===== config.mk =====
export PLATFORM = sky130hd
export DESIGN_NAME = i2c_eeprom_transaction_sequencer_top
export DESIGN_NICKNAME = d
export VERILOG_FILES = /design/src/hw/rtl/i2cs_pkg.sv /design/src/hw/rtl/i2c_eeprom_transaction_sequencer_top.sv /design/src/hw/rtl/i2cs_in_stage.sv /design/src/hw/rtl/i2cs_core.sv
export VERILOG_INCLUDE_DIRS = /design/src /design/src/hw/rtl
export SDC_FILE = /design/constraint.sdc
export NUM_CORES = 1
export LEC_CHECK = 0
export BUFFER_PORTS_ARGS = -buffer_cell sky130_fd_sc_hd__buf_2
export CAP_MARGIN = 10
export CORE_AREA = 3 3 152 154
export CTS_CLUSTER_SIZE = 8
export DETAILED_ROUTE_END_ITERATION = 8
export DIE_AREA = 0 0 155 157
export PLACE_DENSITY_LB_ADDON = 0.25
export RECOVER_POWER = 100
export SYNTH_ARGS = -nofsm -noshare
export SYNTH_HDL_FRONTEND = slang
export SYNTH_SLANG_ARGS = --single-unit

===== constraint.sdc =====
create_clock -name clk -period 4.3 [get_ports clk]
set_input_delay 0.215 -clock clk [delete_from_list [all_inputs] [get_ports clk]]
set_output_delay 0.215 -clock clk [all_outputs]
set_load 0.01 [all_outputs]

===== src/hw/rtl/i2c_eeprom_transaction_sequencer_top_macros.svh =====
// Assertion macros for the I2C memory-transfer sequencer.
// Taken in by the top level; no other dependencies.
`ifndef I2C_EEPROM_TRANSACTION_SEQUENCER_TOP_MACROS_SVH
`define I2C_EEPROM_TRANSACTION_SEQUENCER_TOP_MACROS_SVH
`ifndef NO_ASSERTIONS
`define I2CS_ASSERT_SAME(lbl, clk, rst_n, pre, post, msg) \
  lbl: assert property (@(posedge clk) disable iff (!rst_n) (pre) |-> (post)) else $error(msg);
`define I2CS_ASSERT_NEXT(lbl, clk, rst_n, pre, post, msg) \
  lbl: assert property (@(posedge clk) disable iff (!rst_n) (pre) |=> (post)) else $error(msg);
`else
`define I2CS_ASSERT_SAME(lbl, clk, rst_n, pre, post, msg)
`define I2CS_ASSERT_NEXT(lbl, clk, rst_n, pre, post, msg)
`endif
`endif


===== src/hw/rtl/i2cs_pkg.sv =====
// Shared types and codes for the I2C memory-transfer sequencer.
// No dependencies.
`timescale 1ns / 1ps

package i2cs_pkg;

  // input word function codes
  localparam logic FUNC_START = 1'b0;
  localparam logic FUNC_DONE  = 1'b1;

  // master command codes
  localparam logic [2:0] CMD_NONE       = 3'd0;
  localparam logic [2:0] CMD_SEND_START = 3'd1;
  localparam logic [2:0] CMD_SEND_CONT  = 3'd2;
  localparam logic [2:0] CMD_SEND_FIN   = 3'd3;
  localparam logic [2:0] CMD_RX_SINGLE  = 3'd4;
  localparam logic [2:0] CMD_RX_START   = 3'd5;
  localparam logic [2:0] CMD_RX_CONT    = 3'd6;
  localparam logic [2:0] CMD_RX_FIN     = 3'd7;

  // width of the address byte counters (address length is at most 4)
  localparam int ADDR_CNT_W = 3;

  typedef enum logic [1:0] {
    PH_IDLE,
    PH_ADDR,
    PH_DATA,
    PH_FINISH
  } phase_t;

  typedef struct packed {
    logic        func;
    logic [6:0]  slave_addr;
    logic [3:0]  addr_len;
    logic [31:0] mem_addr;
    logic [15:0] xfer_size;
    logic        is_read;
    logic        bus_error;
    logic [7:0]  rx_byte;
    logic [7:0]  tx_byte;
  } in_word_t;

  typedef struct packed {
    logic [2:0]  command;
    logic        addr_valid;
    logic        addr_rw;
    logic        put_valid;
    logic [7:0]  put_byte;
    logic        store_valid;
    logic [7:0]  store_byte;
    logic [15:0] store_index;
    logic [15:0] next_index;
    logic        finished;
    logic        failed;
  } out_word_t;

endpackage


===== src/hw/rtl/i2c_eeprom_transaction_sequencer_top.sv =====
// Top level of the I2C memory-transfer sequencer.
// Depends on i2cs_pkg, i2cs_in_stage, i2cs_core and the macros header.
//
//   channel | direction | handshake          | word type
//   --------+-----------+--------------------+---------------------
//   in_     | input     | in_valid/in_stall  | i2cs_pkg::in_word_t
//   out_    | output    | out_valid/out_stall| i2cs_pkg::out_word_t
//
// An accepted word is held in the input register; the core's result for it is then
// captured in the result register, where it waits while out_stall is high.
// One word per clock, back to back, while out_stall is low; the core forms the
// result and updates the transfer state in the same cycle.
// Reset (rst_n low, synchronous) empties both stages and idles the sequencer.
// A stalled result holds; the input register takes one more word, then stalls.
`timescale 1ns / 1ps
`include "i2c_eeprom_transaction_sequencer_top_macros.svh"

module i2c_eeprom_transaction_sequencer_top #(
  parameter int COUNT_WIDTH    = 16,
  parameter int MAX_ADDR_BYTES = 4
) (
  input  logic                clk,
  input  logic                rst_n,
  input  logic                in_valid,
  output logic                in_stall,
  input  i2cs_pkg::in_word_t  in_word,
  output logic                out_valid,
  input  logic                out_stall,
  output i2cs_pkg::out_word_t out_word
);

  logic                held_valid;
  i2cs_pkg::in_word_t  held_word;
  logic                step;
  i2cs_pkg::out_word_t result;

  logic                out_valid_r, out_valid_nxt;
  i2cs_pkg::out_word_t out_word_r;

  // terms for the checks at the end
  logic                fail_seen;
  logic                fail_clean;
  logic                put_seen;
  logic                addr_seen;
  logic                addr_cmd_ok;

  // the held word moves on whenever the result register is free or drains
  assign step = held_valid && (!out_valid_r || !out_stall);

  i2cs_in_stage u_in_stage (
    .clk        (clk),
    .rst_n      (rst_n),
    .in_valid   (in_valid),
    .in_stall   (in_stall),
    .in_word    (in_word),
    .take       (step),
    .held_valid (held_valid),
    .held_word  (held_word)
  );

  i2cs_core #(
    .COUNT_WIDTH    (COUNT_WIDTH),
    .MAX_ADDR_BYTES (MAX_ADDR_BYTES)
  ) u_core (
    .clk    (clk),
    .rst_n  (rst_n),
    .step   (step),
    .word   (held_word),
    .result (result)
  );

  // result register
  always_comb begin
    out_valid_nxt = out_valid_r && out_stall;
    if (step) begin
      out_valid_nxt = 1'b1;
    end
  end

  always_ff @(posedge clk) begin
    if (!rst_n) begin
      out_valid_r <= 1'b0;
    end else begin
      out_valid_r <= out_valid_nxt;
    end
  end

  always_ff @(posedge clk) begin
    if (step) begin
      out_word_r <= result;
    end
  end

  assign out_valid = out_valid_r;
  assign out_word  = out_word_r;

  // checks
  assign fail_seen   = out_valid_r && out_word_r.failed;
  assign fail_clean  = out_word_r.finished && out_word_r.command == i2cs_pkg::CMD_NONE;
  assign put_seen    = out_valid_r && out_word_r.put_valid;
  assign addr_seen   = out_valid_r && out_word_r.addr_valid;
  assign addr_cmd_ok = out_word_r.command == i2cs_pkg::CMD_SEND_START ||
                       out_word_r.command == i2cs_pkg::CMD_RX_SINGLE ||
                       out_word_r.command == i2cs_pkg::CMD_RX_START;

  `I2CS_ASSERT_NEXT(a_step_fills_out, clk, rst_n, step, out_valid_r, "result lost after step")
  `I2CS_ASSERT_SAME(a_fail_ends, clk, rst_n, fail_seen, fail_clean, "failure without end")
  `I2CS_ASSERT_SAME(a_put_xor_store, clk, rst_n, put_seen, !out_word_r.store_valid, "put+store")
  `I2CS_ASSERT_SAME(a_addr_cmd, clk, rst_n, addr_seen, addr_cmd_ok, "address load on wrong command")

endmodule


===== src/hw/rtl/i2cs_in_stage.sv =====
// Input register stage of the sequencer: holds one accepted word.
// Depends on i2cs_pkg.
`timescale 1ns / 1ps

module i2cs_in_stage (
  input  logic             clk,
  input  logic             rst_n,
  input  logic             in_valid,
  output logic             in_stall,
  input  i2cs_pkg::in_word_t in_word,
  input  logic             take,
  output logic             held_valid,
  output i2cs_pkg::in_word_t held_word
);

  logic               valid_r;
  logic               valid_nxt;
  i2cs_pkg::in_word_t word_r;
  logic               load;

  assign in_stall = valid_r && !take;
  assign load     = in_valid && !in_stall;

  always_comb begin
    valid_nxt = valid_r;
    if (load) begin
      valid_nxt = 1'b1;
    end else if (take) begin
      valid_nxt = 1'b0;
    end
  end

  always_ff @(posedge clk) begin
    if (!rst_n) begin
      valid_r <= 1'b0;
    end else begin
      valid_r <= valid_nxt;
    end
  end

  always_ff @(posedge clk) begin
    if (load) begin
      word_r <= in_word;
    end
  end

  assign held_valid = valid_r;
  assign held_word  = word_r;

endmodule


===== src/hw/rtl/i2cs_core.sv =====
// Transfer state machine: turns one input word into one result word.
// Depends on i2cs_pkg.
`timescale 1ns / 1ps

module i2cs_core #(
  parameter int COUNT_WIDTH    = 16,
  parameter int MAX_ADDR_BYTES = 4
) (
  input  logic                clk,
  input  logic                rst_n,
  input  logic                step,
  input  i2cs_pkg::in_word_t  word,
  output i2cs_pkg::out_word_t result
);

  localparam int AW = 8 * MAX_ADDR_BYTES;
  localparam int CW = COUNT_WIDTH;
  localparam int AC = i2cs_pkg::ADDR_CNT_W;

  i2cs_pkg::phase_t phase_r, phase_nxt;
  logic [AW-1:0] addr_sh_r, addr_sh_nxt;
  logic [AC-1:0] addr_left_r, addr_left_nxt;
  logic [CW-1:0] data_pos_r, data_pos_nxt;
  logic [CW-1:0] byte_total_r, byte_total_nxt;
  logic          read_mode_r, read_mode_nxt;

  logic [AC-1:0] len_c;
  logic [31:0]   addr_aligned;
  logic [31:0]   size_ext;
  logic [CW-1:0] total_c;
  logic [CW-1:0] dp_inc;
  logic [31:0]   pos_ext;
  logic [31:0]   idx_ext;

  always_comb begin
    len_c = (word.addr_len > 4'(MAX_ADDR_BYTES)) ? AC'(MAX_ADDR_BYTES) : word.addr_len[AC-1:0];
    // left-justify the used address bytes so the first one sits on top
    addr_aligned = word.mem_addr << {(AC'(MAX_ADDR_BYTES) - len_c), 3'b000};
    size_ext = 32'(word.xfer_size);
    total_c = (|(size_ext >> CW)) ? {CW{1'b1}} : size_ext[CW-1:0];
    dp_inc = data_pos_r + CW'(1);
  end

  always_comb begin
    phase_nxt      = phase_r;
    addr_sh_nxt    = addr_sh_r;
    addr_left_nxt  = addr_left_r;
    data_pos_nxt   = data_pos_r;
    byte_total_nxt = byte_total_r;
    read_mode_nxt  = read_mode_r;
    result         = '0;
    idx_ext        = '0;

    priority if (word.func == i2cs_pkg::FUNC_START) begin
      if (word.addr_len == 4'd0 || word.xfer_size == 16'd0) begin
        phase_nxt       = i2cs_pkg::PH_IDLE;
        result.finished = 1'b1;
      end else begin
        read_mode_nxt     = word.is_read;
        byte_total_nxt    = total_c;
        addr_left_nxt     = len_c - AC'(1);
        addr_sh_nxt       = addr_aligned[AW-1:0] << 8;
        data_pos_nxt      = '0;
        phase_nxt         = i2cs_pkg::PH_ADDR;
        result.command    = i2cs_pkg::CMD_SEND_START;
        result.addr_valid = 1'b1;
        result.put_valid  = 1'b1;
        result.put_byte   = addr_aligned[AW-1 -: 8];
      end
    end else if (phase_r == i2cs_pkg::PH_IDLE) begin
      // stray done event: nothing to do
    end else if (word.bus_error) begin
      phase_nxt       = i2cs_pkg::PH_IDLE;
      result.finished = 1'b1;
      result.failed   = 1'b1;
    end else begin
      unique case (phase_r)
        i2cs_pkg::PH_ADDR, i2cs_pkg::PH_DATA: begin
          if (phase_r == i2cs_pkg::PH_ADDR && addr_left_r != '0) begin
            result.command   = i2cs_pkg::CMD_SEND_CONT;
            result.put_valid = 1'b1;
            result.put_byte  = addr_sh_r[AW-1 -: 8];
            addr_sh_nxt      = addr_sh_r << 8;
            addr_left_nxt    = addr_left_r - AC'(1);
          end else if (phase_r == i2cs_pkg::PH_ADDR && read_mode_r) begin
            // address done on a read: reload slave address with read bit
            result.addr_valid = 1'b1;
            result.addr_rw    = 1'b1;
            if (byte_total_r == CW'(1)) begin
              phase_nxt      = i2cs_pkg::PH_FINISH;
              result.command = i2cs_pkg::CMD_RX_SINGLE;
            end else begin
              phase_nxt      = i2cs_pkg::PH_DATA;
              result.command = i2cs_pkg::CMD_RX_START;
            end
          end else if (read_mode_r) begin
            data_pos_nxt       = dp_inc;
            result.store_valid = 1'b1;
            result.store_byte  = word.rx_byte;
            idx_ext            = 32'(data_pos_r);
            result.store_index = idx_ext[15:0];
            if (({1'b0, dp_inc} + (CW+1)'(1)) < {1'b0, byte_total_r}) begin
              phase_nxt      = i2cs_pkg::PH_DATA;
              result.command = i2cs_pkg::CMD_RX_CONT;
            end else begin
              phase_nxt      = i2cs_pkg::PH_FINISH;
              result.command = i2cs_pkg::CMD_RX_FIN;
            end
          end else begin
            // write data byte; address phase falls through to here
            data_pos_nxt     = dp_inc;
            result.put_valid = 1'b1;
            result.put_byte  = word.tx_byte;
            if (dp_inc < byte_total_r) begin
              phase_nxt      = i2cs_pkg::PH_DATA;
              result.command = i2cs_pkg::CMD_SEND_CONT;
            end else begin
              phase_nxt      = i2cs_pkg::PH_FINISH;
              result.command = i2cs_pkg::CMD_SEND_FIN;
            end
          end
        end
        i2cs_pkg::PH_FINISH: begin
          phase_nxt       = i2cs_pkg::PH_IDLE;
          result.finished = 1'b1;
          if (read_mode_r) begin
            result.store_valid = 1'b1;
            result.store_byte  = word.rx_byte;
            idx_ext            = 32'(data_pos_r);
            result.store_index = idx_ext[15:0];
          end
        end
        default: begin
        end
      endcase
    end

    pos_ext           = 32'(data_pos_nxt);
    result.next_index = pos_ext[15:0];
  end

  always_ff @(posedge clk) begin
    if (!rst_n) begin
      phase_r      <= i2cs_pkg::PH_IDLE;
      addr_left_r  <= '0;
      data_pos_r   <= '0;
      byte_total_r <= '0;
      read_mode_r  <= 1'b0;
    end else if (step) begin
      phase_r      <= phase_nxt;
      addr_left_r  <= addr_left_nxt;
      data_pos_r   <= data_pos_nxt;
      byte_total_r <= byte_total_nxt;
      read_mode_r  <= read_mode_nxt;
    end
  end

  // address shift register: loaded on every start before it is read
  always_ff @(posedge clk) begin
    if (step) begin
      addr_sh_r <= addr_sh_nxt;
    end
  end

endmodule


==> results.toml, run 1 <==
[sta]
worst_pin_slew_ps = 2071
fmax_ghz = 0.2568
max_slew_margin = -0.3838
final.min_clock_period_ps = 3895
whs_ps = 64.58
hold_viol_final = 0
slew_viol_final = 129
finalSetupViolCount = 0
tns_ps = 0
rsz0062_at_grt = "false"
clock_skew_ps = 14.74
timing.final.ws_setup_ps = 405.2
min_period_over_period = 0.9058

[cells_and_area]
fin_area_um2 = 11310
fillers = 1964
final_nets = 1114
fin_cells = 1288
layout-drive-gt1-share = 0.1319
final_util = 0.5184
syn2layout_area_growth_pct = 24.26
antenna_cells = 0

[worst_setup_path]
r2r_start = "u_core.data_pos_r[0]"
reg2reg_depth = 14
cp-start-kind = "register"
reg2reg_to = "out_word[54]"
end_kind = "register"
crit_arrival_ps = 4040
critPathKind = "register to register"
rrSetupSlack_ps = 410
critPathRequiredTime_ps = 4450
cp_max_fo = 8

[logic_synthesis]
synth_ff_type = "edfxtp_1"
ys_async_sr_fraction = 0
yosys_warnings = 0
synth_area_per_cell_um2 = 11.42
synth_edf_count = 152
seq_area_frac_synth = 0.5893
syn_area_um2 = 9105
syn_nets = 916
ys_seq_elements = 192
syn_inst = 797
synthDistinctLibCells = 57

[grt]
antenna_found_initial = 0
grt_start_max_net_pins = 71
grt_pass1_vias = 6089
grt_pass1_wl_mm = 31.68
grt_use_total = 0.1623
grt_overflow = 0

[floorplanning]
die_area_um2 = 24340
coreArea_um2 = 21820
io_pins = 141
die_x_um = 155
die_h_um = 157
rows = 54
initial_core_util = 0.4172

[clock_network]
cts_tree = "yes"
cts_root_buf = "clkbuf_16"
cts_made_buffers = 17
clock_latency_ps = 440
cts_max_level = 4
clock_sinks = 192
clockBufferDepth = 2
clkTransAtPathRegs_ps = 80
ctsResizeCount = 0

[power_and_ir_drop]
power_frac_seq = 0.513
power_leakage_nw = 4.402
ir_worst_vdd_v = 0.0002519
pwr-share-comb = 0.098
internal_power_mw = 3.098
power.share.clock = 0.388
p_sw_mw = 1.111
total_power_mw = 4.209
p_per_area_nw_per_um2 = 372.0
p_sw_frac = 0.2639

[route]
wire_per_inst_um = 15.39
wl_mm = 19.82
drc_errors = 0
via_count = 6452
drtIter0Drc = 331
drt_pass1_iterations = 5
viasPerCell = 5.009
detail-route-antenna-nets = 0

[placed_design]
place_congestion = 0.8440
placed_area_um2 = 10090
numPortBuffers = 133
post-place-cells = 1184
dp_hpwl_mm = 13.70
place_ws_ps = 457.4

[hold_path]
hold_class = "primary input to register"
hold_start = "out_stall"
hold-path-endpoint = "out_valid"
min_path_cells = 3

[run]
maxCapViolCount = 3

[outcome]
outcome = "finished with violations"
violations = "capacitance limit, slew limit"
## layout make-up
cell class | count | area, um^2 | share of cell area
Clock buffer | 17 | 425.4 | 0.03760
Clock inverter | 15 | 207.7 | 0.01836
Inverter | 31 | 116.4 | 0.01029
Multi-Input combinational cell | 533 | 3453 | 0.3052
Sequential cell | 192 | 5365 | 0.4742
Tap cell | 280 | 350.3 | 0.03097
Timing Repair Buffer | 220 | 1395 | 0.1233
## Yosys cell counts (9+ instances only)
| cell type | instances | share of area |
|---|---|---|
| edfxtp_1 | 152 | 0.50 |
| nand2_1 | 117 | 0.048 |
| dfxtp_1 | 40 | 0.088 |
| o21ai_0 | 38 | 0.021 |
| ha_1 | 37 | 0.051 |
| nor2_1 | 37 | 0.015 |
| a21oi_1 | 34 | 0.019 |
| clkbuf_1 | 30 | 0.012 |
| inv_1 | 30 | 0.012 |
| mux2i_1 | 27 | 0.030 |
| and2_1 | 26 | 0.018 |
| nor2b_1 | 23 | 0.016 |
| nand3_1 | 22 | 0.012 |
| xnor2_1 | 19 | 0.018 |
| and3_1 | 14 | 0.0096 |
| nor3b_1 | 11 | 0.0091 |
| a31oi_1 | 10 | 0.0069 |
| a21boi_0 | 9 | 0.0074 |
| nor4_1 | 9 | 0.0062 |
| o211ai_1 | 9 | 0.0074 |
| xor2_1 | 9 | 0.0087 |
## what timing repair did
item | CTS | global route
endpoints found under the hold margin | 72 | 0
buffers inserted | 0 | 0
hold buffers | 72 | 0
## critical path, cell delays in order (launching register included)
cell and delay (ps):
dfxtp_1 480, ha_1 360, nand3_2 210, nor2_1 260, xnor2_1 290, and2_1 240, nand3_1 100, xnor2_1 160
ha_1 300, a21o_1 170, a21o_1 170, o311ai_0 350, a21oi_1 130, o31ai_1 280, o21ai_0 120
## placed cells by master, fill, tap and decap left out, drive strengths merged, types with 28 or more instances in the layout
cell         count
ha              37
nand2          117
nor2            37
dfxtp           40
buf             79
inv             36
a21oi           34
dlygate4sd3     72
o21ai           38
and2            28
edfxtp         152
clkbuf          86
## routing by layer
metal,up-vias,wire length (um),track usage
met5,-,0,0
met4,0,271,0.05257
met3,16,933,0.02859
met2,166,8693,0.2439
met1,2997,9924,0.2394
li1,3273,-,-
## worst max path at each step
stage                          from                 endpoint  cells after the start
6_report       u_core.data_pos_r[0]             out_word[54]                     14
5_1_grt        u_core.data_pos_r[0]             out_word[54]                     14
4_1_cts        u_core.data_pos_r[0]             out_word[54]                     14
3_5_place_dp   u_core.data_pos_r[0]             out_word[54]                     14
3_3_place_gp   u_core.data_pos_r[0]             out_word[54]                     14
2_1_floorplan             out_valid  u_in_stage.held_word[0]                      2
## power groups by stage
stage	logic [mW]	clock network, mW	registers, mW
6_report	0.414	1.64	2.16
5_1_grt	0.467	1.74	2.17
4_1_cts	0.427	1.67	2.16
3_5_place_dp	0.376	0	2.20
3_3_place_gp	0.369	0	2.20
2_1_floorplan	0.239	0	2.19
## logic make-up after synthesis
logic type	share of synthesized area
DFF	0.5893
and+or+nand+nor	0.1737
adders and majority gates	0.05084
buffers and inverters	0.03092
xor gates and xnor gates	0.02996
muxes	0.02968
AOI/OAI and AO/OA	0.09564
## sequential cells by signal (all words and copies together) (netlist names)
signal	cells
u_in_stage.held_valid	1
u_core.byte_total_r	16
u_in_stage.held_word	71
u_core.read_mode_r	1
out_valid	1
out_word	57
u_core.data_pos_r	16
u_core.phase_r	2
u_core.addr_left_r	3
u_core.addr_sh_r	24
No activity file was read; power rests on OpenSTA's default activity.
==> run 2, diff against run 1 <==
Settings changed: RECOVER_POWER 100 to 50.
==> run 2 against run 1 <==
Net effect: the flow still finishes with violations (capacitance limit, slew limit); first-iteration DRC count up 0.91%; hold slack better by 3.1 ps; combinational power rose by 1%; critical endpoint unchanged.
==> results.toml, run 2 (synthesized netlist as in run 1, its figures left out) <==
[hold_path]
hold_class = "primary input to register"

[cells_and_area]
final_nets = 1114
mostFrequentLayoutCells = "edfxtp_1 (152), nand2_1 (117), dlygate4sd3_1 (72), buf_2 (72), clkbuf_1 (64)"
final_util = 0.5196
largest_reg_flops = 71
fin_cells = 1288
antenna_cells = 0
layout-drive-gt1-share = 0.1389
layout_commonest_cell = "edfxtp_1"
syn2layout_area_growth_pct = 24.53

[worst_setup_path]
rrSetupSlack_ps = 400
end_kind = "register"
cp_max_fo = 8
cp_slowest_stage_delay_ps = 470
critPathRequiredTime_ps = 4450
cp-start-kind = "register"
critPathKind = "register to register"
critPathSlowestCell = "dfxtp_1"
crit_arrival_ps = 4040
crit_chain = "ha_1, nand3_2, nor2_1, xnor2_1, and2_1, nand3_1, xnor2_1, ha_1, a21o_1, a21o_1, o311ai_0, a21oi_1, o31ai_1, o21ai_0"

[placed_design]
numPortBuffers = 133
dp_hpwl_mm = 13.70
place_congestion = 0.8440
post-place-cells = 1184

[sta]
max_slew_margin = -0.3836
rsz0062_at_grt = "false"
clock_skew_ps = 16.10
tns_ps = 0
min_period_over_period = 0.9058
hold_viol_final = 0
final.min_clock_period_ps = 3895
finalSetupViolCount = 0
worst_pin_slew_ps = 2071
slew_viol_final = 27
fmax_ghz = 0.2567

[route]
drt_pass1_iterations = 4
drc_errors = 0
drtIter0Drc = 334
viasPerCell = 5.016
wl_mm = 19.75
wire_per_inst_um = 15.34
via_count = 6461
detail-route-antenna-nets = 0

[grt]
grt_start_max_net_pins = 71
grt_overflow = 0
grt_pass1_vias = 6089
grt_pass1_wl_mm = 31.68
antenna_found_initial = 0
grt_use_total = 0.1623

[floorplanning]
coreArea_um2 = 21820
initial_core_util = 0.4172
die_x_um = 155
io_pins = 141
rows = 54
die_h_um = 157
die_area_um2 = 24340

[clock_network]
cts_tree = "yes"
clock_sinks = 192
cts_root_buf = "clkbuf_16"
clkTransAtPathRegs_ps = 80
clock_latency_ps = 440
clockBufferDepth = 2
ctsResizeCount = 0
cts_max_level = 4
cts_made_buffers = 17

[outcome]
outcome = "finished with violations"
violations = "capacitance limit, slew limit"

[power_and_ir_drop]
p_per_area_nw_per_um2 = 371.2
total_power_mw = 4.209
power_leakage_nw = 4.420
ir_worst_vdd_v = 0.0002500

[run]
maxCapViolCount = 1
## run 2: worst paths after layout
kind         cells past startpoint                     from      endpoint
max                             14     u_core.data_pos_r[0]  out_word[54]
max reg2reg                     14     u_core.data_pos_r[0]  out_word[54]
min reg2reg                      1  u_in_stage.held_word[9]  out_word[35]
min                              3                out_stall     out_valid
## run 2: through the flow
step	cell area (um^2)	worst slack [ps]	hold WS, ps
final	11340	405.0	67.65
after global routing	11340	27.22	123.5
after CTS	11440	420.6	46.94
after detailed placement	10090	457.4	393.1
after global placement	10090	497.8	391.7
after floorplan	9105	38.65	313.9
## run 2: report_power, final
part	leakage (nW)	internal [mW]	total, mW	switching, mW
clock	0.299	0.806	1.63	0.827
sequential	1.77	2.10	2.16	0.0559
combinational	2.35	0.191	0.418	0.227
## run 2: timing repair
action	in CTS	in global routing
hold endpoints to repair	72	0
hold buffers	72	0
buffers inserted	0	0
## run 2: metal layers
layer	up-vias	global-route usage	routed length (um)
met4	0	0.05257	264
met5	-	0	0
met1	3010	0.2394	9975
li1	3272	-	-
met3	18	0.02859	865
met2	161	0.2439	8648
## run 2: layout make-up
| class | count | area, um^2 |
|---|---|---|
| clock buffer | 17 | 425.4 |
| clock inverter | 15 | 207.7 |
| fill | 1961 | 10490 |
| inverter | 31 | 116.4 |
| multi-input combinational | 533 | 3462 |
| sequential | 192 | 5365 |
| tap | 280 | 350.3 |
| timing repair buffer | 220 | 1411 |
## run 2: critical path, delay by kind of cell, from the launching register on
kind	cells	cell delay, ps
AOI/OAI and AO/OA	6	1220
xor gates and xnor gates	2	450
adders and majority gates	2	650
DFF	1	470
and+or+nand+nor	4	810
==> run 3, diff against run 2 <==
Settings changed: CORE_AREA 3 3 152 154 to 3 3 138 140, DIE_AREA 0 0 155 157 to 0 0 141 143.
==> run 3 against run 2 <==
Net effect: the run still ends with capacitance limit, slew limit left; power decreased by 0.84%; via count rose by 0.98%; sequential share of layout area is 0.49 points higher; largest power group unchanged.
==> results.toml, run 3 (synthesized netlist as in run 1, its figures left out) <==
[outcome]
outcome = "finished with violations"
violations = "capacitance limit, slew limit"

[worst_setup_path]
cp_slowest_stage_delay_ps = 620
cp_max_fo = 13
crit_chain = "nand4_4, nor3_1, xor2_1, and2_1, nand3_1, xnor2_1, ha_1, a21o_1, a21o_1, o311ai_0, a21oi_1, o31ai_1, o21ai_0"
critPathSlowestCell = "dfxtp_1"
critPathKind = "register to register"
crit_top_cell = "a21o_1"
crit_arrival_ps = 3970
path_depth = 13
cp-start-kind = "register"
end_kind = "register"
reg2reg_depth = 13
critical_path.top_delay_family = "compound AO/OA/AOI/OAI gates"
critPathRequiredTime_ps = 4450
crit_buf_inv = 0

[floorplanning]
die_x_um = 141
initial_core_util = 0.5069
rows = 49
io_pins = 141
die_area_um2 = 20160
coreArea_um2 = 17960
die_h_um = 143

[clock_network]
ctsResizeCount = 0
cts_max_level = 4
clockBufferDepth = 2
cts_hold_buf = 72
post_cts_buffers = 0
cts_root_buf = "clkbuf_16"
clkTransAtPathRegs_ps = 70
cts_made_buffers = 17
cts_tree = "yes"
clock_latency_ps = 430
clock_sinks = 192

[grt]
antenna_found_initial = 0
grt_use_total = 0.1966
grt_pass1_wl_mm = 31.56
grt_start_max_net_pins = 71
grt_pass1_vias = 6287
grt_overflow = 0

[cells_and_area]
fin_area_um2 = 11220
largest_reg_flops = 71
layout_commonest_cell = "edfxtp_1"
mostFrequentLayoutCells = "edfxtp_1 (152), nand2_1 (117), dlygate4sd3_1 (72), buf_2 (68), clkbuf_1 (65)"
final_util = 0.6248
fin_cells = 1234
fillers = 1444
syn2layout_area_growth_pct = 23.27
antenna_cells = 0
final_nets = 1112
layout-drive-gt1-share = 0.1333

[sta]
final.min_clock_period_ps = 3829
min_period_over_period = 0.8904
timing.final.ws_setup_ps = 471.3
clock_skew_ps = 14.25
finalSetupViolCount = 0
tns_ps = 0
whs_ps = 56.19
worst_pin_slew_ps = 1517
max_slew_margin = -0.01351
fmax_ghz = 0.2612
slew_viol_final = 20
hold_viol_final = 0
rsz0062_at_grt = "false"

[route]
drt_pass1_iterations = 5
drtIter0Drc = 486
viasPerCell = 5.287
drc_errors = 0
detail-route-antenna-nets = 0
wl_mm = 19.37
via_count = 6524
wire_per_inst_um = 15.70

[run]
maxCapViolCount = 1

[placed_design]
post-place-cells = 1131
place_congestion = 0.8134
numPortBuffers = 133
dp_hpwl_mm = 13.05
place_ws_ps = 544.2
placed_area_um2 = 10010

[hold_path]
min_path_cells = 3
hold_class = "primary input to register"

[power_and_ir_drop]
power_leakage_nw = 4.390
ir_worst_vdd_v = 0.0002635
total_power_mw = 4.174
p_per_area_nw_per_um2 = 371.9
[run 3: path summary, 6_finish.rpt]
path	to	slack [ps]	startpoint
setup / recovery	out_word[54]	470	u_core.data_pos_r[3]
setup reg to reg	out_word[54]	470	u_core.data_pos_r[3]
hold / removal	out_valid	60	out_stall
hold reg to reg	out_valid	510	u_in_stage.held_valid
[run 3: metal layers]
layer / up-vias / part of all wire / track usage
met2: 192 / 0.44 / 0.3087
met3: 23 / 0.058 / 0.03349
met1: 3038 / 0.48 / 0.2819
met5: - / 0 / 0
met4: 0 / 0.014 / 0.06221
li1: 3271 / - / -
[run 3: worst min-delay path, stage by stage]
cell and delay [ps]:
buf_2 90, a21oi_1 60, nor2b_1 90
[run 3: final cells by class]
cell class              count  area, um^2  area share
repair buffers            218        1394      0.1242
well taps                 229       286.5     0.02553
flip-flops and latches    192        5365      0.4780
clock buffers              17       425.4     0.03790
multi-input cells         533        3462      0.3085
inverters                  31       116.4     0.01037
clock inverters            14       173.9     0.01550
[run 3: where the power goes]
group | switching [mW] | internal, mW | leakage (nW)
registers | 0.0533 | 2.10 | 1.77
clock network | 0.722 | 0.878 | 0.291
logic | 0.228 | 0.190 | 2.33
